$ cat src/rtl/mbfc_pkg.sv
`timescale 1ns / 1ps
// ----------------------------------------------------------------------------
// mbfc_pkg
// Shared types, register indexes and the Modbus CRC-16 byte update.
// ----------------------------------------------------------------------------
package mbfc_pkg;

    localparam logic [15:0] CRC_INIT = 16'hFFFF;
    localparam logic [15:0] CRC_POLY = 16'hA001;

    localparam logic [15:0] TIMEOUT_RESET  = 16'd14560;
    localparam logic [8:0]  EXP_LEN_RESET  = 9'd100;
    localparam logic [7:0]  EXP_ADDR_RESET = 8'h01;

    localparam int CFG_INDEX_W = 2;
    localparam int CFG_DATA_W  = 16;

    localparam logic [CFG_INDEX_W-1:0] REG_TIMEOUT  = 2'd0;
    localparam logic [CFG_INDEX_W-1:0] REG_EXP_LEN  = 2'd1;
    localparam logic [CFG_INDEX_W-1:0] REG_EXP_ADDR = 2'd2;

    localparam logic EV_BYTE = 1'b0;
    localparam logic EV_TICK = 1'b1;

    typedef struct packed {
        logic [15:0] timeout_ticks;
        logic [8:0]  expected_length;
        logic [7:0]  expected_address;
    } cfg_t;

    typedef struct packed {
        logic       event_kind;
        logic [7:0] data_byte;
    } item_t;

    typedef struct packed {
        logic [8:0]  frame_length;
        logic        length_ok;
        logic        address_ok;
        logic        crc_ok;
        logic        frame_valid;
        logic [15:0] received_crc;
        logic [15:0] computed_crc;
        logic        overflow;
    } result_t;

    // bitwise reflected update, eight shift steps
    function automatic logic [15:0] crc_feed(input logic [15:0] crc_in, input logic [7:0] b);
        logic [15:0] c;
        c = crc_in ^ {8'h00, b};
        for (int k = 0; k < 8; k++)
        begin
            if (c[0])
                c = (c >> 1) ^ CRC_POLY;
            else
                c = c >> 1;
        end
        return c;
    endfunction

endpackage

$ cat src/rtl/mbfc_if.sv
`timescale 1ns / 1ps
// ----------------------------------------------------------------------------
// mbfc channel interfaces
// Event input, verdict output and configuration write channels.
// ----------------------------------------------------------------------------
interface mbfc_event_if;
    logic       valid;
    logic       ready;
    logic       event_kind;
    logic [7:0] data_byte;

    modport source (output valid, event_kind, data_byte, input ready);
    modport sink   (input valid, event_kind, data_byte, output ready);
endinterface

interface mbfc_verdict_if;
    logic        valid;
    logic        ready;
    logic [8:0]  frame_length;
    logic        length_ok;
    logic        address_ok;
    logic        crc_ok;
    logic        frame_valid;
    logic [15:0] received_crc;
    logic [15:0] computed_crc;
    logic        overflow;

    modport source (output valid, frame_length, length_ok, address_ok, crc_ok, frame_valid,
                    received_crc, computed_crc, overflow, input ready);
    modport sink   (input valid, frame_length, length_ok, address_ok, crc_ok, frame_valid,
                    received_crc, computed_crc, overflow, output ready);
endinterface

interface mbfc_cfg_if;
    logic                               valid;
    logic                               ready;
    logic [mbfc_pkg::CFG_INDEX_W-1:0]   index;
    logic [mbfc_pkg::CFG_DATA_W-1:0]    data;

    modport source (output valid, index, data, input ready);
    modport sink   (input valid, index, data, output ready);
endinterface

$ cat src/rtl/modbus_rtu_frame_checker_top.sv
`timescale 1ns / 1ps
// ----------------------------------------------------------------------------
// modbus_rtu_frame_checker_top
// Modbus RTU frame checker: collects bytes, times inter-frame silence and
// reports length, address and CRC-16 verdict for every ended frame.
// ----------------------------------------------------------------------------
//  channel   | role   | payload
//  rx_event  | sink   | event_kind (0 byte, 1 tick), data_byte
//  verdict   | source | frame_length, checks, received/computed crc, overflow
//  cfg       | sink   | index (0 timeout, 1 length, 2 address), data
//
//  one event per unstalled cycle; each event passes the input register and
//  updates the frame state once taken; a verdict appears in the cycle after
//  the ending tick is taken. crc is one byte per unstalled cycle through an
//  eight-step bit update. reset is asynchronous and active low, no clearing
//  pass. a stalled verdict holds the result register; the input register
//  still drains while it is empty or the verdict is taken in the same cycle.
// ----------------------------------------------------------------------------
module modbus_rtu_frame_checker_top
#(
    parameter int MAX_FRAME = 256
)
(
    input  logic            clk,
    input  logic            rst_n,
    mbfc_event_if.sink      rx_event,
    mbfc_verdict_if.source  verdict,
    mbfc_cfg_if.sink        cfg
);

    mbfc_pkg::cfg_t  regs;
    mbfc_pkg::item_t item;
    logic            item_valid;
    logic            take;

    mbfc_cfg_regs u_cfg_regs
    (
        .clk   (clk),
        .rst_n (rst_n),
        .cfg   (cfg),
        .regs  (regs)
    );

    mbfc_in_stage u_in_stage
    (
        .clk        (clk),
        .rst_n      (rst_n),
        .rx_event   (rx_event),
        .take       (take),
        .item_valid (item_valid),
        .item       (item)
    );

    mbfc_frame_core
    #(
        .MAX_FRAME (MAX_FRAME)
    )
    u_frame_core
    (
        .clk        (clk),
        .rst_n      (rst_n),
        .regs       (regs),
        .item_valid (item_valid),
        .item       (item),
        .take       (take),
        .verdict    (verdict)
    );

endmodule

$ cat src/rtl/mbfc_cfg_regs.sv
`timescale 1ns / 1ps
// ----------------------------------------------------------------------------
// mbfc_cfg_regs
// Configuration register file: timeout, expected length, expected address.
// ----------------------------------------------------------------------------
module mbfc_cfg_regs
(
    input  logic            clk,
    input  logic            rst_n,
    mbfc_cfg_if.sink        cfg,
    output mbfc_pkg::cfg_t  regs
);

    mbfc_pkg::cfg_t regs_reg;
    mbfc_pkg::cfg_t regs_next;

    assign cfg.ready = 1'b1;
    assign regs      = regs_reg;

    always_comb
    begin
        regs_next = regs_reg;
        if (cfg.valid)
        begin
            case (cfg.index)
                mbfc_pkg::REG_TIMEOUT:  regs_next.timeout_ticks    = cfg.data;
                mbfc_pkg::REG_EXP_LEN:  regs_next.expected_length  = cfg.data[8:0];
                mbfc_pkg::REG_EXP_ADDR: regs_next.expected_address = cfg.data[7:0];
                default:                regs_next = regs_reg;
            endcase
        end
    end

    always_ff @(posedge clk or negedge rst_n)
    begin
        if (!rst_n)
        begin
            regs_reg.timeout_ticks    <= mbfc_pkg::TIMEOUT_RESET;
            regs_reg.expected_length  <= mbfc_pkg::EXP_LEN_RESET;
            regs_reg.expected_address <= mbfc_pkg::EXP_ADDR_RESET;
        end
        else
        begin
            regs_reg <= regs_next;
        end
    end

endmodule

$ cat src/rtl/mbfc_in_stage.sv
`timescale 1ns / 1ps
// ----------------------------------------------------------------------------
// mbfc_in_stage
// Input register for receive events, released when the frame core takes it.
// ----------------------------------------------------------------------------
module mbfc_in_stage
(
    input  logic            clk,
    input  logic            rst_n,
    mbfc_event_if.sink      rx_event,
    input  logic            take,
    output logic            item_valid,
    output mbfc_pkg::item_t item
);

    logic            valid_reg;
    logic            valid_next;
    mbfc_pkg::item_t item_reg;
    logic            load;

    assign rx_event.ready = !valid_reg || take;
    assign load           = rx_event.valid && rx_event.ready;
    assign item_valid     = valid_reg;
    assign item           = item_reg;

    always_comb
    begin
        valid_next = valid_reg;
        if (load)
            valid_next = 1'b1;
        else if (take)
            valid_next = 1'b0;
    end

    always_ff @(posedge clk or negedge rst_n)
    begin
        if (!rst_n)
            valid_reg <= 1'b0;
        else
            valid_reg <= valid_next;
    end

    always_ff @(posedge clk)
    begin
        if (load)
        begin
            item_reg.event_kind <= rx_event.event_kind;
            item_reg.data_byte  <= rx_event.data_byte;
        end
    end

endmodule

$ cat src/rtl/mbfc_frame_core.sv
`timescale 1ns / 1ps
// ----------------------------------------------------------------------------
// mbfc_frame_core
// Frame state, delayed CRC, silence timer and the registered verdict.
// ----------------------------------------------------------------------------
module mbfc_frame_core
#(
    parameter int MAX_FRAME = 256
)
(
    input  logic            clk,
    input  logic            rst_n,
    input  mbfc_pkg::cfg_t  regs,
    input  logic            item_valid,
    input  mbfc_pkg::item_t item,
    output logic            take,
    mbfc_verdict_if.source  verdict
);

    localparam int CW = $clog2(MAX_FRAME + 1);
    localparam int LW = (CW > 9) ? CW : 9;

    logic [CW-1:0]      byte_count_reg,    byte_count_next;
    logic [15:0]        silence_count_reg, silence_count_next;
    logic               timer_running_reg, timer_running_next;
    logic [15:0]        crc_reg,           crc_next;
    logic [15:0]        tail_bytes_reg,    tail_bytes_next;
    logic [7:0]         first_byte_reg,    first_byte_next;
    logic               overflow_flag_reg, overflow_flag_next;

    logic               out_valid_reg,     out_valid_next;
    mbfc_pkg::result_t  result_reg;
    mbfc_pkg::result_t  result_calc;

    logic               advance;
    logic               fire;
    logic               emit;
    logic [15:0]        silence_inc;
    logic [15:0]        limit;
    logic               has_two;
    logic [15:0]        rx_crc;

    assign advance = !out_valid_reg || verdict.ready;
    assign take    = item_valid && advance;
    assign fire    = take;

    assign silence_inc = (silence_count_reg == 16'hFFFF) ? silence_count_reg
                                                         : 16'(silence_count_reg + 16'd1);
    assign limit   = (regs.timeout_ticks == 16'd0) ? 16'd1 : regs.timeout_ticks;
    assign has_two = byte_count_reg >= CW'(2);
    assign rx_crc  = has_two ? tail_bytes_reg : 16'h0000;

    always_comb
    begin
        result_calc.frame_length = 9'(byte_count_reg);
        result_calc.length_ok    = LW'(byte_count_reg) == LW'(regs.expected_length);
        result_calc.address_ok   = first_byte_reg == regs.expected_address;
        result_calc.crc_ok       = has_two && (rx_crc == crc_reg);
        result_calc.frame_valid  = result_calc.length_ok && result_calc.address_ok
                                   && result_calc.crc_ok;
        result_calc.received_crc = rx_crc;
        result_calc.computed_crc = crc_reg;
        result_calc.overflow     = overflow_flag_reg;
    end

    always_comb
    begin
        byte_count_next    = byte_count_reg;
        silence_count_next = silence_count_reg;
        timer_running_next = timer_running_reg;
        crc_next           = crc_reg;
        tail_bytes_next    = tail_bytes_reg;
        first_byte_next    = first_byte_reg;
        overflow_flag_next = overflow_flag_reg;
        emit               = 1'b0;
        if (fire)
        begin
            if (item.event_kind == mbfc_pkg::EV_BYTE)
            begin
                silence_count_next = 16'd0;
                timer_running_next = 1'b1;
                if (byte_count_reg < CW'(MAX_FRAME))
                begin
                    if (byte_count_reg == '0)
                        first_byte_next = item.data_byte;
                    // the two newest bytes stay out of the crc until a later byte pushes them
                    if (has_two)
                        crc_next = mbfc_pkg::crc_feed(crc_reg, tail_bytes_reg[7:0]);
                    tail_bytes_next = {item.data_byte, tail_bytes_reg[15:8]};
                    byte_count_next = CW'(byte_count_reg + CW'(1));
                end
                else
                begin
                    overflow_flag_next = 1'b1;
                end
            end
            else if (timer_running_reg)
            begin
                if (silence_inc < limit)
                begin
                    silence_count_next = silence_inc;
                end
                else
                begin
                    emit               = byte_count_reg != '0;
                    byte_count_next    = '0;
                    silence_count_next = 16'd0;
                    timer_running_next = 1'b0;
                    crc_next           = mbfc_pkg::CRC_INIT;
                    tail_bytes_next    = 16'h0000;
                    first_byte_next    = 8'h00;
                    overflow_flag_next = 1'b0;
                end
            end
        end
    end

    always_comb
    begin
        out_valid_next = out_valid_reg;
        if (advance)
            out_valid_next = emit;
    end

    always_ff @(posedge clk or negedge rst_n)
    begin
        if (!rst_n)
        begin
            byte_count_reg    <= '0;
            silence_count_reg <= 16'd0;
            timer_running_reg <= 1'b0;
            crc_reg           <= mbfc_pkg::CRC_INIT;
            tail_bytes_reg    <= 16'h0000;
            first_byte_reg    <= 8'h00;
            overflow_flag_reg <= 1'b0;
            out_valid_reg     <= 1'b0;
        end
        else
        begin
            byte_count_reg    <= byte_count_next;
            silence_count_reg <= silence_count_next;
            timer_running_reg <= timer_running_next;
            crc_reg           <= crc_next;
            tail_bytes_reg    <= tail_bytes_next;
            first_byte_reg    <= first_byte_next;
            overflow_flag_reg <= overflow_flag_next;
            out_valid_reg     <= out_valid_next;
        end
    end

    always_ff @(posedge clk)
    begin
        if (emit)
            result_reg <= result_calc;
    end

    assign verdict.valid        = out_valid_reg;
    assign verdict.frame_length = result_reg.frame_length;
    assign verdict.length_ok    = result_reg.length_ok;
    assign verdict.address_ok   = result_reg.address_ok;
    assign verdict.crc_ok       = result_reg.crc_ok;
    assign verdict.frame_valid  = result_reg.frame_valid;
    assign verdict.received_crc = result_reg.received_crc;
    assign verdict.computed_crc = result_reg.computed_crc;
    assign verdict.overflow     = result_reg.overflow;

`ifndef SYNTHESIS
    a_count_bound: assert property (@(posedge clk) disable iff (!rst_n)
        byte_count_reg <= CW'(MAX_FRAME))
        else $error("byte count beyond frame capacity");

    a_idle_empty: assert property (@(posedge clk) disable iff (!rst_n)
        !timer_running_reg |-> (byte_count_reg == '0 && !overflow_flag_reg))
        else $error("frame data held with timer stopped");

    a_overflow_full: assert property (@(posedge clk) disable iff (!rst_n)
        overflow_flag_reg |-> byte_count_reg == CW'(MAX_FRAME))
        else $error("overflow flagged on a frame that is not full");

    a_emit_clears: assert property (@(posedge clk) disable iff (!rst_n)
        emit |=> (byte_count_reg == '0 && crc_reg == mbfc_pkg::CRC_INIT && out_valid_reg))
        else $error("frame state not cleared after verdict");

    a_verdict_nonempty: assert property (@(posedge clk) disable iff (!rst_n)
        out_valid_reg |-> verdict.frame_length != 9'd0 || LW > 9)
        else $error("verdict for empty frame");
`endif

endmodule
$ cat src/flat_wrapper.sv
// flat-port wrapper written by rule: the top's interface ports become plain ports
module modbus_rtu_frame_checker_top_flat 
#(
    parameter int MAX_FRAME = 256
)
  (clk, rst_n, rx_event_valid, rx_event_event_kind, rx_event_data_byte, rx_event_ready, verdict_valid, verdict_frame_length, verdict_length_ok, verdict_address_ok, verdict_crc_ok, verdict_frame_valid, verdict_received_crc, verdict_computed_crc, verdict_overflow, verdict_ready, cfg_valid, cfg_index, cfg_data, cfg_ready);
  mbfc_event_if rx_event_i ();
  mbfc_verdict_if verdict_i ();
  mbfc_cfg_if cfg_i ();
  input  logic clk;
  input  logic rst_n;
  input wire logic [$bits(rx_event_i.valid)-1:0] rx_event_valid;
  input wire logic [$bits(rx_event_i.event_kind)-1:0] rx_event_event_kind;
  input wire logic [$bits(rx_event_i.data_byte)-1:0] rx_event_data_byte;
  output wire logic [$bits(rx_event_i.ready)-1:0] rx_event_ready;
  output wire logic [$bits(verdict_i.valid)-1:0] verdict_valid;
  output wire logic [$bits(verdict_i.frame_length)-1:0] verdict_frame_length;
  output wire logic [$bits(verdict_i.length_ok)-1:0] verdict_length_ok;
  output wire logic [$bits(verdict_i.address_ok)-1:0] verdict_address_ok;
  output wire logic [$bits(verdict_i.crc_ok)-1:0] verdict_crc_ok;
  output wire logic [$bits(verdict_i.frame_valid)-1:0] verdict_frame_valid;
  output wire logic [$bits(verdict_i.received_crc)-1:0] verdict_received_crc;
  output wire logic [$bits(verdict_i.computed_crc)-1:0] verdict_computed_crc;
  output wire logic [$bits(verdict_i.overflow)-1:0] verdict_overflow;
  input wire logic [$bits(verdict_i.ready)-1:0] verdict_ready;
  input wire logic [$bits(cfg_i.valid)-1:0] cfg_valid;
  input wire logic [$bits(cfg_i.index)-1:0] cfg_index;
  input wire logic [$bits(cfg_i.data)-1:0] cfg_data;
  output wire logic [$bits(cfg_i.ready)-1:0] cfg_ready;
  assign rx_event_i.valid = rx_event_valid;
  assign rx_event_i.event_kind = rx_event_event_kind;
  assign rx_event_i.data_byte = rx_event_data_byte;
  assign rx_event_ready = rx_event_i.ready;
  assign verdict_valid = verdict_i.valid;
  assign verdict_frame_length = verdict_i.frame_length;
  assign verdict_length_ok = verdict_i.length_ok;
  assign verdict_address_ok = verdict_i.address_ok;
  assign verdict_crc_ok = verdict_i.crc_ok;
  assign verdict_frame_valid = verdict_i.frame_valid;
  assign verdict_received_crc = verdict_i.received_crc;
  assign verdict_computed_crc = verdict_i.computed_crc;
  assign verdict_overflow = verdict_i.overflow;
  assign verdict_i.ready = verdict_ready;
  assign cfg_i.valid = cfg_valid;
  assign cfg_i.index = cfg_index;
  assign cfg_i.data = cfg_data;
  assign cfg_ready = cfg_i.ready;
  modbus_rtu_frame_checker_top #(.MAX_FRAME(MAX_FRAME)) u_core (.clk(clk), .rst_n(rst_n), .rx_event(rx_event_i), .verdict(verdict_i), .cfg(cfg_i));
endmodule
$ cat config.mk
export PLATFORM = sky130hd
export DESIGN_NAME = modbus_rtu_frame_checker_top_flat
export DESIGN_NICKNAME = d
export VERILOG_FILES = /design/src/rtl/mbfc_pkg.sv /design/src/rtl/mbfc_if.sv /design/src/rtl/modbus_rtu_frame_checker_top.sv /design/src/rtl/mbfc_cfg_regs.sv /design/src/rtl/mbfc_in_stage.sv /design/src/rtl/mbfc_frame_core.sv /design/src/flat_wrapper.sv
export SDC_FILE = /design/constraint.sdc
export NUM_CORES = 1
export LEC_CHECK = 0
export ABC_AREA = 1
export BUFFER_PORTS_ARGS = -buffer_cell sky130_fd_sc_hd__buf_4
export CORE_MARGIN = 10
export CORE_UTILIZATION = 59
export DETAILED_ROUTE_END_ITERATION = 8
export GPL_TIMING_DRIVEN = 0
export MAX_ROUTING_LAYER = met4
export PLACE_DENSITY = 0.8
export SLEW_MARGIN = 25
export SYNTH_ARGS = -nofsm -noshare
export SYNTH_HDL_FRONTEND = slang
export SYNTH_SLANG_ARGS = --single-unit
$ cat constraint.sdc
create_clock -name clk -period 5.8 [get_ports clk]
set_input_delay 0.29 -clock clk [delete_from_list [all_inputs] [get_ports clk]]
set_output_delay 0.29 -clock clk [all_outputs]
set_load 0.02 [all_outputs]
After elaboration in Yosys (flattened, before gate mapping)
Index checks and enable logic that the tools add are counted.
{"block": "word_totals", "elab_cells": 143, "rom_bits": 0, "inputBits": 32, "ff_bits": 157, "mem_count": 0, "output_inout_bits": 49, "ramBits": 0, "latchBits": 0}
{"block": "op_classes", "n_reduce_logical": 25, "eq_ne": 9, "shifts": 0, "muxes": 73, "mul": 0, "bitwise_logic": 9, "addsub": 2, "n_lt_le_gt_ge": 3, "div_mod_pow": 0}
{"op": "$mux 16", "n": 51}
{"op": "$mux 8", "n": 5}
{"op": "$mux 9", "n": 4}
{"op": "$not 2->3", "n": 8}
{"op": "$add 16x1->16 const B", "n": 1}
{"op": "$eq 16x16->1", "n": 1}
{"op": "$eq 16x16->1 const B", "n": 1}
{"op": "$logic_not 16->1", "n": 1}
{"op": "$lt 16x16->1", "n": 1}
{"op": "$xor 16x8->16", "n": 1}
{"op": "$mux 1", "n": 13}
{"op": "$reduce_and 5->1", "n": 2}
{"op": "$add 9x1->9 const B", "n": 1}
{"op": "$eq 9x9->1", "n": 1}
{"op": "$ge 9x2->1 const B", "n": 1}
{"op": "$logic_not 9->1", "n": 1}
{"op": "$lt 9x9->1 const B", "n": 1}
{"op": "$reduce_bool 9->1", "n": 1}
{"op": "$eq 8x8->1", "n": 1}
{"op": "$reduce_and 2->1", "n": 4}
{"op": "$reduce_and 4->1", "n": 2}
{"op": "$reduce_bool 2->1", "n": 4}
{"op": "$logic_and 1x1->1", "n": 5}
{"op": "$ne 2x2->1 const B", "n": 2}
{"op": "6 further kinds", "n": 8}

Depth between registers and ports, before layout
Gate-level depths: netlist (run 1).
{"block": "depth", "ltp_word": 48, "depth_mapped": 22, "ltp_nobuf": 20}

Hierarchy
Synthesis (run 1) repeated with hierarchy kept, for this count alone.
{"block": "unflattened", "hier_cells": 854, "area_unflattened_um2": 7759.9}
{"mod": "mbfc_frame_core", "instances": 1, "seq_area_each_um2": 3103.0, "area_per_inst_um2": 6044.5, "cells_each": 691}
{"mod": "mbfc_cfg_regs", "instances": 1, "seq_area_each_um2": 838.3, "area_per_inst_um2": 1400.1, "cells_each": 148}
{"mod": "mbfc_in_stage", "instances": 1, "seq_area_each_um2": 295.3, "area_per_inst_um2": 315.3, "cells_each": 15}

Worst setup path before layout (run 1)
Ideal clock, no wire load.
{"block": "synth_timing", "kind": "reg2reg", "from": "register u_core.u_frame_core.silence_count_reg[1]", "to": "register u_core.u_frame_core.result_reg (netlist bit u_core.u_frame_core.verdict.address_ok), enable pin", "arrival_ns": 4.588, "period_less_slack_ns": 5.037, "path_stages_with_launch": 18, "setup_ns": 0.449, "slack_ns": 0.763, "n_path_buf": 0, "path_cell_list": "dfrtp_1 > ha_1 > nand2_1 > nor2_1 > nand2_1 > nor2_4 > nor3_1 > nand3b_1 > nor2_1 > nand3_1 > nor3_1 > xor2_1 > ha_1 > nand4_1 > o221a_2 > nand2_1 > nand2_1 > nor2_1"}
{"block": "synth_via", "elab_chain_cells": 7, "elab_cells_between_ends": 8, "classes_between": "1 x add/sub; 1 x order compare; 1 x eq/ne; 5 x mux"}
{"item": "from (decl)", "line": "mbfc_frame_core.sv:24", "text": "logic [15:0] silence_count_reg, silence_count_next;"}
{"item": "from (signal assigned)", "line": "mbfc_frame_core.sv:141", "text": "silence_count_reg <= silence_count_next;"}
{"item": "$add 16x1->16 / $eq 16x16->1 (equally long branches)", "line": "mbfc_frame_core.sv:48, mbfc_frame_core.sv:47"}
{"item": "$mux 16 *", "line": "mbfc_frame_core.sv:47", "text": "assign silence_inc = (silence_count_reg == 16'hFFFF) ? silence_count_reg"}
{"item": "$lt 16x16->1 *", "line": "mbfc_frame_core.sv:99", "text": "if (silence_inc < limit)"}
{"item": "$mux 1 *", "line": "mbfc_frame_core.sv:99"}
{"item": "$mux 1 *", "line": "mbfc_frame_core.sv:97", "text": "else if (timer_running_reg)"}
{"item": "$mux 1 *", "line": "mbfc_frame_core.sv:78", "text": "if (item.event_kind == mbfc_pkg::EV_BYTE)"}
{"item": "$mux 1 *", "line": "mbfc_frame_core.sv:76", "text": "if (fire)"}
{"item": "via u_core.u_frame_core.emit", "line": "mbfc_frame_core.sv:37", "text": "logic emit;"}
{"item": "to (signal assigned)", "line": "mbfc_frame_core.sv:154", "text": "result_reg <= result_calc;"}
{"item": "to (decl)", "line": "mbfc_frame_core.sv:32", "text": "mbfc_pkg::result_t result_reg;"}
The timed path passes the listed nets; every way through them passes the cells marked *.
A chain may end at the register's enable or synchronous reset.

Worst setup path in the final report (run 1)
{"block": "layout_timing", "from": "register u_core.u_frame_core.silence_count_reg[1]", "to": "register u_core.u_frame_core.result_reg (netlist bit u_core.u_frame_core.verdict.frame_length[4]), enable pin"}
Same word-level chain as after synthesis.

==> summary.md, run 1 <==
| Metric | Value |
|---|---|
| Status | `complete, but fails checks` |
| Violated checks | `negative hold slack` |
| Mapped Cells | `836` |
| Syn Area/Cell | `9.07 sq um` |
| Pwr dens | `381 nW/um^2` |
| CTS tree | `yes` |
| Total track usage | `20.5%` |
| Number of buffers created by CTS | `17` |
| Critical Path Start Type | `register` |
| Tot Pwr | `0.00343 W` |
| Fin. Hold Viols | `24` |
| Die width | `133 um` |
| Final setup vio count | `0` |
| Diode count | `0` |
| WHS | `-0.0475 ns` |
| Placed Area | `8420 sq um` |
| Postcts setup bufs | `0` |
| Estimated wirelength of the detail-placed design | `12800 um` |
| Hold_buf cts | `0` |
| Vias | `6028` |
| Layout overhead on the synthesized area | `18.6%` |
| Setup Skew | `0.00562 ns` |
| Drt drc | `0` |
| Synthesized net count | `887` |
| Post-route ant nets | `0` |
| H-tree levels | `4` |
| Die area | `17800 sq um` |
| Crit path DAT | `4.38 ns` |
| Share of the synthesized area in the top cell type | `25.1%` |
| IO Count | `81` |
| Synth top cells by count | `243 x nand2_1, 99 x inv_1, 76 x dfrtp_1` |
| Floorplan core area | `12600 sq um` |
| Post-synth top flop | `dfrtp_1` |
| Final Cell Area | `8990 sq um` |
| Number of synthesized flops with an enable pin | `55` |
| Cts repair resizes | `0` |
| Max-Cap Viols | `0` |
| Worst-margin pin slew | `0.921 ns` |
| Synthesized area | `7580 sq um` |
| Max Slew Vio Count | `0` |
| Peak Freq | `235 MHz` |
| Async SR Flop Fraction | `65.0%` |
| Leak pwr | `4.22 nW` |
| Fin nets | `986` |
| Crit path capture type | `register` |
| Crit path kind | `register to register` |
| Synth area leader | `dfrtp_1` |
| Clock-pin slew on the worst setup and hold paths | `0.06 ns` |
| Period minus WS final | `4.25 ns` |
| Die height | `133 um` |
| Synth area leaders | `dfrtp_1 25%, edfxtp_1 22%, nand2_1 12%` |
| # port buffers | `79` |
| Syn. warnings | `0` |
| #FFs+latches synth | `157` |
| Starting Density | `60.1%` |
| Layout cells sized above 1 | `17.4%` |
| Vias in the first global route | `5871` |
| Final WL | `17500 um` |
| Max rail drop VDD | `0.159 mV` |
| Most frequent cell after synthesis | `nand2_1` |
| Unrepaired setup endpoints after global routing | `false` |
| First-pass GRT wire length | `28800 um` |
| Placed insts | `1088` |
| Non-filler cells, final | `1120` |
| Setup TNS | `0 ns` |
| # clock sinks | `157` |
| Row count | `41` |
| Flip-flop count of the largest register after layout | `33` |
| Drt pass-1 iters | `5` |
| Post-synth cell types | `41` |
| Initial antenna violation count | `0` |
| Clk buf depth | `2` |
| Slew Limit Headroom | `38.6%` |
| Worst-path maximum fanout | `28` |
| Pin count of the biggest net entering global routing | `103` |
| Drt wl/cell | `15.6 um` |
| Fin crit share | `73.3%` |
| Root buffer selected by CTS | `clkbuf_16` |
| Clock latency on the worst-skew pair | `0.42 ns` |
| Vias per cell | `5.38` |
| WP data required | `5.92 ns` |
| Hold WC Path Type | `primary input to asynchronous set/reset pin` |
| Global placer's final weighted congestion | `0.909` |
| GRT overflow | `0` |
| Post-synthesis sequential area ratio | `55.9%` |
| DR iter-0 viols | `501` |
[routing by layer]
layer  up-vias  wire length (um)  global-route usage, %
met4         0               500                   8.59
met5         -                 0                      -
met3        47              1000                   4.74
met2       217              8420                   32.8
li1       2938                 -                      -
met1      2826              7550                   24.5
[report_power, final]
part | internal, W | switching [W] | total [W]
Clock | 0.000644 | 0.000425 | 0.00107
Combinational | 0.000294 | 0.000512 | 0.000806
Sequential | 0.00137 | 0.000183 | 0.00155
Total | 0.00230 | 0.00112 | 0.00343
[final cells by class]
type / count / area, sq um
sequential: 157 / 4240
fill: 958 / 3620
multi-input combinational: 550 / 2840
timing repair buffer: 80 / 617
clock buffer: 22 / 454
inverter: 103 / 387
tap: 172 / 215
buffer: 26 / 130
clock inverter: 10 / 116
[through the flow]
| step | worst slack [ns] | util, % |
|---|---|---|
| floorplan | 0.763 | - |
| global placement | -0.324 | 66.5 |
| detailed placement | 1.55 | 66.8 |
| CTS | 1.54 | 71.3 |
| global route | 1.08 | 71.3 |
| finish | 1.55 | 71.3 |
[critical path, cell delays in order (launching register included)]
cell and delay [ns]:
dfrtp_1 0.42, ha_1 0.22, nand2_1 0.07, nor2_1 0.05, nand2_1 0.15, nor2_4 0.07
nor3_1 0.28, nand3b_1 0.18, nor2_1 0.18, nand3_1 0.16, nor3_1 0.21, xor2_1 0.13
ha_1 0.33, nand4_1 0.13, nor3_1 0.27, nand2_2 0.13, nand2_1 0.11, nand2_1 0.12
nor2_4 0.47, buf_12 0.26
[kinds of logic after synthesis]
kind of cell | after synthesis | share of synthesized area (%)
DFF | 157 | 55.9
buffers and inverters | 129 | 6.81
AOI/OAI and AO/OA | 117 | 8.66
xor gates and xnor gates | 39 | 4.50
adders and majority gates | 19 | 3.13
and+or+nand+nor | 374 | 21.0
other | 1 | 0.0494
[cells in the final DEF (no fill, tap or decap), types with 7 or more instances in the layout]
cell       Yosys  final
clkbuf_1      14     18
o21ai_0       63     63
nand2_1      243    243
nor2_1        46     45
xor2_1        18     18
nand4_1       32     32
a21oi_1       20     20
dfrtp_1       76     76
dfstp_2       26     26
o22ai_1       12     12
inv_1         99     99
buf_2          7      7
edfxtp_1      55     55
clkbuf_16      0     17
buf_4          2     80
xnor2_1       21     21
ha_1          19     19
nand3_1       33     33
[path summary, 6_finish.rpt]
check,from,endpoint,slack [ns],cells after the start
max,u_core.u_frame_core.silence_count_reg[1],u_core.u_frame_core.verdict.frame_length[4],1.55,19
min,rst_n,u_core.u_frame_core.byte_count_reg[3],-0.05,1
max reg2reg,u_core.u_frame_core.silence_count_reg[1],u_core.u_frame_core.verdict.frame_length[4],1.55,19
min reg2reg,u_core.u_frame_core.overflow_flag_reg,u_core.u_frame_core.verdict.overflow,0.46,0
max in group asynchronous,rst_n,u_core.u_frame_core.timer_running_reg,5.20,1
min in group clk,rx_event_data_byte[2],u_core.u_in_stage.item[2],0.04,1
Power figures use the tool's default switching activity.
==> inputs of run 2 (changes only) <==
--- a/config.mk
+++ b/config.mk
@@ -8,11 +8,11 @@
 export ABC_AREA = 1
 export BUFFER_PORTS_ARGS = -buffer_cell sky130_fd_sc_hd__buf_4
 export CORE_MARGIN = 10
-export CORE_UTILIZATION = 59
+export CORE_UTILIZATION = 53
 export DETAILED_ROUTE_END_ITERATION = 8
 export GPL_TIMING_DRIVEN = 0
 export MAX_ROUTING_LAYER = met4
-export PLACE_DENSITY = 0.8
+export PLACE_DENSITY = 0.76
 export SLEW_MARGIN = 25
 export SYNTH_ARGS = -nofsm -noshare
 export SYNTH_HDL_FRONTEND = slang
==> constraint.sdc (replaced) <==
create_clock -name clk -period 3.73 [get_ports clk]
set_input_delay 0.1865 -clock clk [delete_from_list [all_inputs] [get_ports clk]]
set_output_delay 0.1865 -clock clk [all_outputs]
set_load 0.02 [all_outputs]
==> run 2 against run 1 <==
The run now ends clean. Utilization is 3.5 points lower. Final cell count is 3.8% higher. Sequential share of layout area is 2.2 points lower. First-iteration DRC count is 8.0% higher. Clock-buffer cell count is 1 lower. Critical endpoint is now u_core.u_frame_core.verdict.frame_valid.
==> summary.md, run 2 (synthesized netlist as in run 1, its figures left out) <==
| Metric | Value |
|---|---|
| Worst-margin pin slew | `0.937 ns (was 0.921 ns)` |
| Vias in the first global route | `6056 (was 5871)` |
| GRT overflow | `0 (unchanged)` |
| Initial antenna violation count | `0 (unchanged)` |
| Max Slew Vio Count | `0 (unchanged)` |
| Max-Cap Viols | `0 (unchanged)` |
| Flip-flop count of the largest register after layout | `33 (unchanged)` |
| Vias per cell | `5.32 (was 5.38)` |
| Hold WC Path Type | `primary input to register (was primary input to asynchronous set/reset pin)` |
| Fin crit share | `99.5% (was 73.3%)` |
| Worst R2R Setup Slack | `0.02 ns (was 1.55 ns)` |
| Period minus WS final | `3.71 ns (was 4.25 ns)` |
| Reg2reg path depth | `21 (was 19)` |
| Die area | `19500 sq um (was 17800 sq um)` |
| Clock latency on the worst-skew pair | `0.43 ns (was 0.42 ns)` |
| DR iter-0 viols | `541 (was 501)` |
| Peak Freq | `269 MHz (was 235 MHz)` |
| Clk buf depth | `2 (unchanged)` |
| Layout cells sized above 1 | `20.8% (was 17.4%)` |
| Post-route ant nets | `0 (unchanged)` |
| Drt drc | `0 (unchanged)` |
| Layout fillers | `1092 (was 958)` |
| Worst-path maximum fanout | `7 (was 28)` |
| Fin. Hold Viols | `0 (was 24)` |
| Estimated wirelength of the detail-placed design | `12700 um (was 12800 um)` |
| Vias | `6183 (was 6028)` |
| Row count | `43 (was 41)` |
| Unrepaired setup endpoints after global routing | `true (was false)` |
| Crit path capture type | `register (unchanged)` |
| Clock-pin slew on the worst setup and hold paths | `0.06 ns (about the same)` |
| WHS | `0.00891 ns (was -0.0475 ns)` |
| Most common cell after layout, fill and taps aside | `nand2_1 (unchanged)` |
| Root buffer selected by CTS | `clkbuf_16 (unchanged)` |
| Diode count | `0 (unchanged)` |
| Worst path slowest cell | `dfrtp_1 (was nor2_4)` |
| Global placer's final weighted congestion | `0.910 (was 0.909)` |
| Leak pwr | `4.43 nW (was 4.22 nW)` |
| Crit path DAT | `3.86 ns (was 4.38 ns)` |
| Number of buffers created by CTS | `17 (unchanged)` |
| Final Util | `67.7% (was 71.3%)` |
| Placed insts | `1096 (was 1088)` |
| Pin count of the biggest net entering global routing | `103 (unchanged)` |
| Starting Density | `54.4% (was 60.1%)` |
| Final WL | `18500 um (was 17500 um)` |
| Critical Path End | `u_core.u_frame_core.verdict.frame_valid (was u_core.u_frame_core.verdict.frame_length[4])` |
| Most frequent cells in the layout | `238 x nand2_1, 99 x inv_1, 94 x buf_4, 76 x dfrtp_1, 63 x o21ai_0 (was 243 x nand2_1, 99 x inv_1, 80 x buf_4, 76 x dfrtp_1, 63 x o21ai_0)` |
| Cell-by-cell trace of the critical path | `ha_2 > nand2_2 > nor2_2 > nand2_2 > nor2_4 > nor3_4 > nand3b_1 > nor2_2 > nand3_2 > buf_4 > xor2_1 > ha_1 > nand2_1 > nor2_1 > a211oi_2 > o221a_4 > nand2_2 > nand2_4 > nor2_4 > buf_6 > clkbuf_16 (was ha_1 > nand2_1 > nor2_1 > nand2_1 > nor2_4 > nor3_1 > nand3b_1 > nor2_1 > nand3_1 > nor3_1 > xor2_1 > ha_1 > nand4_1 > nor3_1 > nand2_2 > nand2_1 > nand2_1 > nor2_4 > buf_12)` |
| Setup Skew | `0.00685 ns (was 0.00562 ns)` |
| Critical Path Start | `u_core.u_frame_core.silence_count_reg[1] (unchanged)` |
| Non-filler cells, final | `1163 (was 1120)` |
| Floorplan core area | `13900 sq um (was 12600 sq um)` |
| # clock sinks | `157 (unchanged)` |
| WP data required | `3.88 ns (was 5.92 ns)` |
| Slew Limit Headroom | `37.5% (was 38.6%)` |
| First-pass GRT wire length | `30100 um (was 28800 um)` |
| H-tree levels | `4 (unchanged)` |
| CTS tree | `yes (unchanged)` |
| Crit-path max cell delay | `0.41 ns (was 0.47 ns)` |
| Die width | `140 um (was 133 um)` |
| Status | `completed (was complete, but fails checks)` |
| Total track usage | `19.5% (was 20.5%)` |
| IO Count | `81 (unchanged)` |
| Max rail drop VDD | `0.297 mV (was 0.159 mV)` |
| Crit path kind | `register to register (unchanged)` |
| Drt pass-1 iters | `6 (was 5)` |
| Most frequent CP cell | `nand2_2 (was nand2_1)` |
| Worst R2R Start | `u_core.u_frame_core.silence_count_reg[1] (unchanged)` |
| # port buffers | `79 (unchanged)` |
| Pwr dens | `564 nW/um^2 (was 381 nW/um^2)` |
| Final setup vio count | `0 (unchanged)` |
| Reg-to-Reg End | `u_core.u_frame_core.verdict.frame_valid (was u_core.u_frame_core.verdict.frame_length[4])` |
| Fin nets | `1021 (was 986)` |
| Setup TNS | `0 ns (unchanged)` |
| Layout overhead on the synthesized area | `24.4% (was 18.6%)` |
| Die height | `140 um (was 133 um)` |
| Register area | `4240 sq um (unchanged)` |
| Critical Path Start Type | `register (unchanged)` |
| Multi-input gate area | `2930 sq um (was 2840 sq um)` |
| Drt wl/cell | `15.9 um (was 15.6 um)` |
## run 2: cell count changes in the layout (fill, tap and decap cells not counted), moves of 3 or more
cell / delta
dlygate4sd3_1: +16
buf_4: +14
nand2_1: -5
clkbuf_1: -4
inv_4: +4
buf_6: +3
clkbuf_8: +3
inv_6: +3
nand2_2: +3
nor2_1: -3
nor2_2: +3
nor3_1: -3
## run 2: worst min-delay path by stage
| stage | endpoint | from | cells after the start |
|---|---|---|---|
| 3_5_place_dp | u_core.u_cfg_regs.regs[15] | rst_n | 1 |
| 3_3_place_gp | u_core.u_in_stage.item[2] | rx_event_data_byte[2] | 1 |
| 6_report | u_core.u_cfg_regs.regs[26] | cfg_data[9] | 3 |
| 5_1_grt | u_core.u_cfg_regs.regs[26] | cfg_data[9] | 3 |
| 4_1_cts | u_core.u_cfg_regs.regs[26] | cfg_data[9] | 3 |
| 2_1_floorplan | u_core.u_cfg_regs.regs[11] | rst_n | 0 |
## run 2: routing by layer
metal	vias to the layer above	part of all wire, %	GRT usage [%]
met3	42	6.4	4.53
li1	3017	-	-
met5	-	0	-
met4	0	2.6	8.37
met2	217	48	30.9
met1	2907	43	23.4
## run 2: power breakdown
| part | internal (W) | switching (W) |
|---|---|---|
| logic | 0.000479 | 0.000812 |
| clock network | 0.000926 | 0.000698 |
| registers | 0.00213 | 0.000287 |
| total | 0.00353 | 0.00180 |
## run 2: metrics by stage
step           instance area [sq um]  setup WS (ns)  total power [W]
5_1_grt                         9440         -0.186          0.00562
3_5_place_dp                    8440         -0.305          0.00366
4_1_cts                         9280        0.00894          0.00530
2_1_floorplan                   7600         0.0180          0.00327
3_3_place_gp                    8420         -0.540          0.00361
6_report                        9440         0.0175          0.00533
## run 2: repair_timing
action	in CTS	in global routing
hold buffers	16	0
setup endpoints to repair	46	68
endpoints found under the hold margin	91	0
pin swaps	2	17
gates cloned	1	1
gates resized for setup	4	23
buffers inserted	10	9
## run 2: critical path, delay by kind of cell, from the launching register on
family,cells,cell delay (ns)
xor gates and xnor gates,1,0.16
and+or+nand+nor,13,1.49
DFF,1,0.41
adders and majority gates,2,0.55
AOI/OAI and AO/OA,2,0.33
buffers and inverters,3,0.48
## run 2: final cells by class
| class | count | share of cell area, % |
|---|---|---|
| Tap cell | 180 | 2.39 |
| Clock buffer | 21 | 5.09 |
| Inverter | 103 | 4.10 |
| Sequential cell | 157 | 44.9 |
| Timing Repair Buffer | 115 | 10.3 |
| Buffer | 26 | 1.43 |
| Clock inverter | 11 | 0.822 |
| Multi-Input combinational cell | 550 | 31.0 |
==> inputs of run 3 (changes only) <==
--- a/config.mk
+++ b/config.mk
@@ -6,7 +6,7 @@
 export NUM_CORES = 1
 export LEC_CHECK = 0
 export ABC_AREA = 1
-export BUFFER_PORTS_ARGS = -buffer_cell sky130_fd_sc_hd__buf_4
+export BUFFER_PORTS_ARGS = -buffer_cell sky130_fd_sc_hd__buf_2
 export CORE_MARGIN = 10
 export CORE_UTILIZATION = 53
 export DETAILED_ROUTE_END_ITERATION = 8
==> run 3 against run 2 <==
Via count is 0.91% lower. Global-route usage is 0.44 points lower. Clock power is 21% higher. Largest power group unchanged. Wire length is 2.7% lower. Maximum frequency is 5.2% higher. Die area stayed put. Sequential share of layout area is 0.86 points higher. Final cell count is 0.69% lower. Critical path depth is 1 lower. Final area is 1.9% lower. Critical endpoint is now u_core.u_frame_core.verdict.computed_crc[7]. Power is 5.7% higher.
==> summary.md, run 3 (synthesized netlist as in run 1, its figures left out) <==
| Metric | Value |
|---|---|
| Root buffer selected by CTS | `clkbuf_16 (unchanged)` |
| Critical Path End | `u_core.u_frame_core.verdict.computed_crc[7] (was u_core.u_frame_core.verdict.frame_valid)` |
| CTS tree | `yes (unchanged)` |
| Critical Path Start | `u_core.u_frame_core.silence_count_reg[0] (was u_core.u_frame_core.silence_count_reg[1])` |
| Floorplan core area | `13900 sq um (unchanged)` |
| Reg2reg path depth | `20 (was 21)` |
| Final setup vio count | `0 (unchanged)` |
| Period minus WS final | `3.53 ns (was 3.71 ns)` |
| # port buffers | `79 (unchanged)` |
| Final Util | `66.5% (was 67.7%)` |
| WP data required | `3.87 ns (was 3.88 ns)` |
| Drt wl/cell | `15.6 um (was 15.9 um)` |
| Row count | `43 (unchanged)` |
| Pre-CTS setup slack | `-0.292 ns (was -0.305 ns)` |
| # clock sinks | `157 (unchanged)` |
| Status | `completed (unchanged)` |
| GRT overflow | `0 (unchanged)` |
| Flip-flop count of the largest register after layout | `33 (unchanged)` |
| Layout fillers | `1121 (was 1092)` |
| Max rail drop VDD | `0.308 mV (was 0.297 mV)` |
| DR iter-0 viols | `494 (was 541)` |
| Die width | `140 um (unchanged)` |
| Placed insts | `1097 (was 1096)` |
| Worst path slowest cell | `dfrtp_1 (unchanged)` |
| Die area | `19500 sq um (unchanged)` |
| Drt pass-1 iters | `5 (was 6)` |
| Worst-path maximum fanout | `7 (unchanged)` |
| Layout cells sized above 1 | `19.0% (was 20.8%)` |
| H-tree levels | `4 (unchanged)` |
| Setup Skew | `0.00951 ns (was 0.00685 ns)` |
| Peak Freq | `283 MHz (was 269 MHz)` |
| Tot Pwr | `0.00563 W (was 0.00533 W)` |
| Most frequent cells in the layout | `240 x nand2_1, 99 x inv_1, 86 x buf_2, 76 x dfrtp_1, 63 x o21ai_0 (was 238 x nand2_1, 99 x inv_1, 94 x buf_4, 76 x dfrtp_1, 63 x o21ai_0)` |
| Crit path DAT | `3.67 ns (was 3.86 ns)` |
| Drt drc | `0 (unchanged)` |
| First-pass GRT wire length | `29400 um (was 30100 um)` |
| Layout overhead on the synthesized area | `22.1% (was 24.4%)` |
| Die height | `140 um (unchanged)` |
| DR top layer | `met4 (unchanged)` |
| Cell-by-cell trace of the critical path | `ha_1 > nand2_1 > nor2_1 > nand2_2 > nor2_4 > nor3_4 > nand3b_1 > nor2_2 > nand3_2 > nor3_2 > xor2_1 > ha_1 > nand4_1 > nor3_2 > nand2_2 > nand2_2 > nand2_2 > nor2_4 > buf_12 > buf_4 (was ha_2 > nand2_2 > nor2_2 > nand2_2 > nor2_4 > nor3_4 > nand3b_1 > nor2_2 > nand3_2 > buf_4 > xor2_1 > ha_1 > nand2_1 > nor2_1 > a211oi_2 > o221a_4 > nand2_2 > nand2_4 > nor2_4 > buf_6 > clkbuf_16)` |
| Crit-path max cell delay | `0.40 ns (was 0.41 ns)` |
| Initial antenna violation count | `1 (was 0)` |
| Fin crit share | `94.7% (was 99.5%)` |
| Crit path kind | `register to register (unchanged)` |
| Worst R2R Setup Slack | `0.20 ns (was 0.02 ns)` |
| Non-filler cells, final | `1155 (was 1163)` |
| Vias | `6127 (was 6183)` |
| Clock latency on the worst-skew pair | `0.43 ns (about the same)` |
| Register area | `4240 sq um (unchanged)` |
| Number of buffers created by CTS | `17 (unchanged)` |
| Multi-input gate area | `2900 sq um (was 2930 sq um)` |
| Max Slew Vio Count | `0 (unchanged)` |
| Leak pwr | `4.35 nW (was 4.43 nW)` |
| Cell depth of the worst setup path | `20 (was 21)` |
| Total track usage | `19.0% (was 19.5%)` |
| Vias per cell | `5.30 (was 5.32)` |
| Critical Path Start Type | `register (unchanged)` |
| Post-route ant nets | `0 (unchanged)` |
| Clk buf depth | `2 (unchanged)` |
| Met3 wire len | `1230 um (was 1190 um)` |
| Fin. Hold Viols | `0 (unchanged)` |
| Met1 WL | `7840 um (was 7890 um)` |
| Fin nets | `1012 (was 1021)` |
| Clock-pin slew on the worst setup and hold paths | `0.06 ns (about the same)` |
| Estimated wirelength of the detail-placed design | `12600 um (was 12700 um)` |
| Slew Limit Headroom | `55.8% (was 37.5%)` |
| Max-Cap Viols | `0 (unchanged)` |
| WL met2 | `8640 um (was 8960 um)` |
| Pin count of the biggest net entering global routing | `76 (was 103)` |
| Worst R2R Start | `u_core.u_frame_core.silence_count_reg[0] (was u_core.u_frame_core.silence_count_reg[1])` |
| Most common cell after layout, fill and taps aside | `nand2_1 (unchanged)` |
| Worst-margin pin slew | `0.658 ns (was 0.937 ns)` |
| Global placer's final weighted congestion | `0.910 (about the same)` |
| Starting Density | `54.4% (unchanged)` |
| Buffers & Inverters on Critical Path | `2 (was 3)` |
| Reg-to-Reg End | `u_core.u_frame_core.verdict.computed_crc[7] (was u_core.u_frame_core.verdict.frame_valid)` |
| Final WL | `18000 um (was 18500 um)` |
| Final WS setup | `0.199 ns (was 0.0175 ns)` |
| Hold WC Path Type | `primary input to register (unchanged)` |
| Most frequent CP cell | `nand2_2 (unchanged)` |
| Pwr dens | `608 nW/um^2 (was 564 nW/um^2)` |
| Setup TNS | `0 ns (unchanged)` |
| Crit path capture type | `register (unchanged)` |
| CP delay by family, top | `simple AND/OR/NAND/NOR gates (unchanged)` |
| Vias in the first global route | `5861 (was 6056)` |
| IO Count | `81 (unchanged)` |
==> run 3: metal layers <==
metal | GRT usage [%] | vias to the layer above
met3 | 5.31 | 34
li1 | - | 3013
met1 | 23.6 | 2861
met4 | 6.79 | 0
met5 | - | -
met2 | 29.4 | 219
==> run 3: report_power, final <==
part           total [W]  switching (W)  leakage (nW)  internal (W)
combinational    0.00126       0.000794          2.23      0.000467
sequential       0.00241       0.000284          1.80       0.00213
clock            0.00196       0.000702         0.317       0.00126
total            0.00563        0.00178          4.35       0.00385
==> run 3: area by class of cell <==
class,instances,area share [%]
buffer,26,1.41
multi-input combinational,550,31.3
sequential,157,45.8
antenna,1,0.0270
tap,180,2.43
timing repair buffer,106,7.74
clock buffer,18,4.63
inverter,103,4.18
clock inverter,14,2.57
==> run 3: repair_timing <==
item,in CTS,in global routing
hold buffers,17,0
gates cloned,0,2
hold endpoints to repair,76,0
gates resized for setup,0,13
endpoints found under the setup margin,46,91
buffers inserted,3,3
pin swaps,1,8
==> run 3: worst min path at each step <==
stage	end	slack (ns)	from	cells past startpoint
final	u_core.u_cfg_regs.regs[31]	0.03	cfg_data[14]	3
after global routing	u_core.u_cfg_regs.regs[16]	0.04	cfg_data[8]	3
after CTS	u_core.u_cfg_regs.regs[31]	0.02	cfg_data[14]	3
after detailed placement	u_core.u_cfg_regs.regs[16]	0.08	rst_n	1
after global placement	u_core.u_in_stage.item[5]	0.38	rx_event_data_byte[5]	1
after floorplan	u_core.u_cfg_regs.regs[11]	-0.11	rst_n	0
==> run 3: worst reg2reg max path: cells and delay by family (launching register included) <==
kind	cells	cell delay (ns)
DFF	1	0.40
and+or+nand+nor	15	1.83
xor gates and xnor gates	1	0.26
buffers and inverters	2	0.30
adders and majority gates	2	0.44
==> run 3: stage by stage <==
step | area [sq um] | hold WS [ns]
2_1_floorplan | 7600 | -0.109
3_3_place_gp | 8220 | 0.381
3_5_place_dp | 8270 | 0.0761
4_1_cts | 9130 | 0.0210
5_1_grt | 9260 | 0.0439
6_report | 9260 | 0.0280
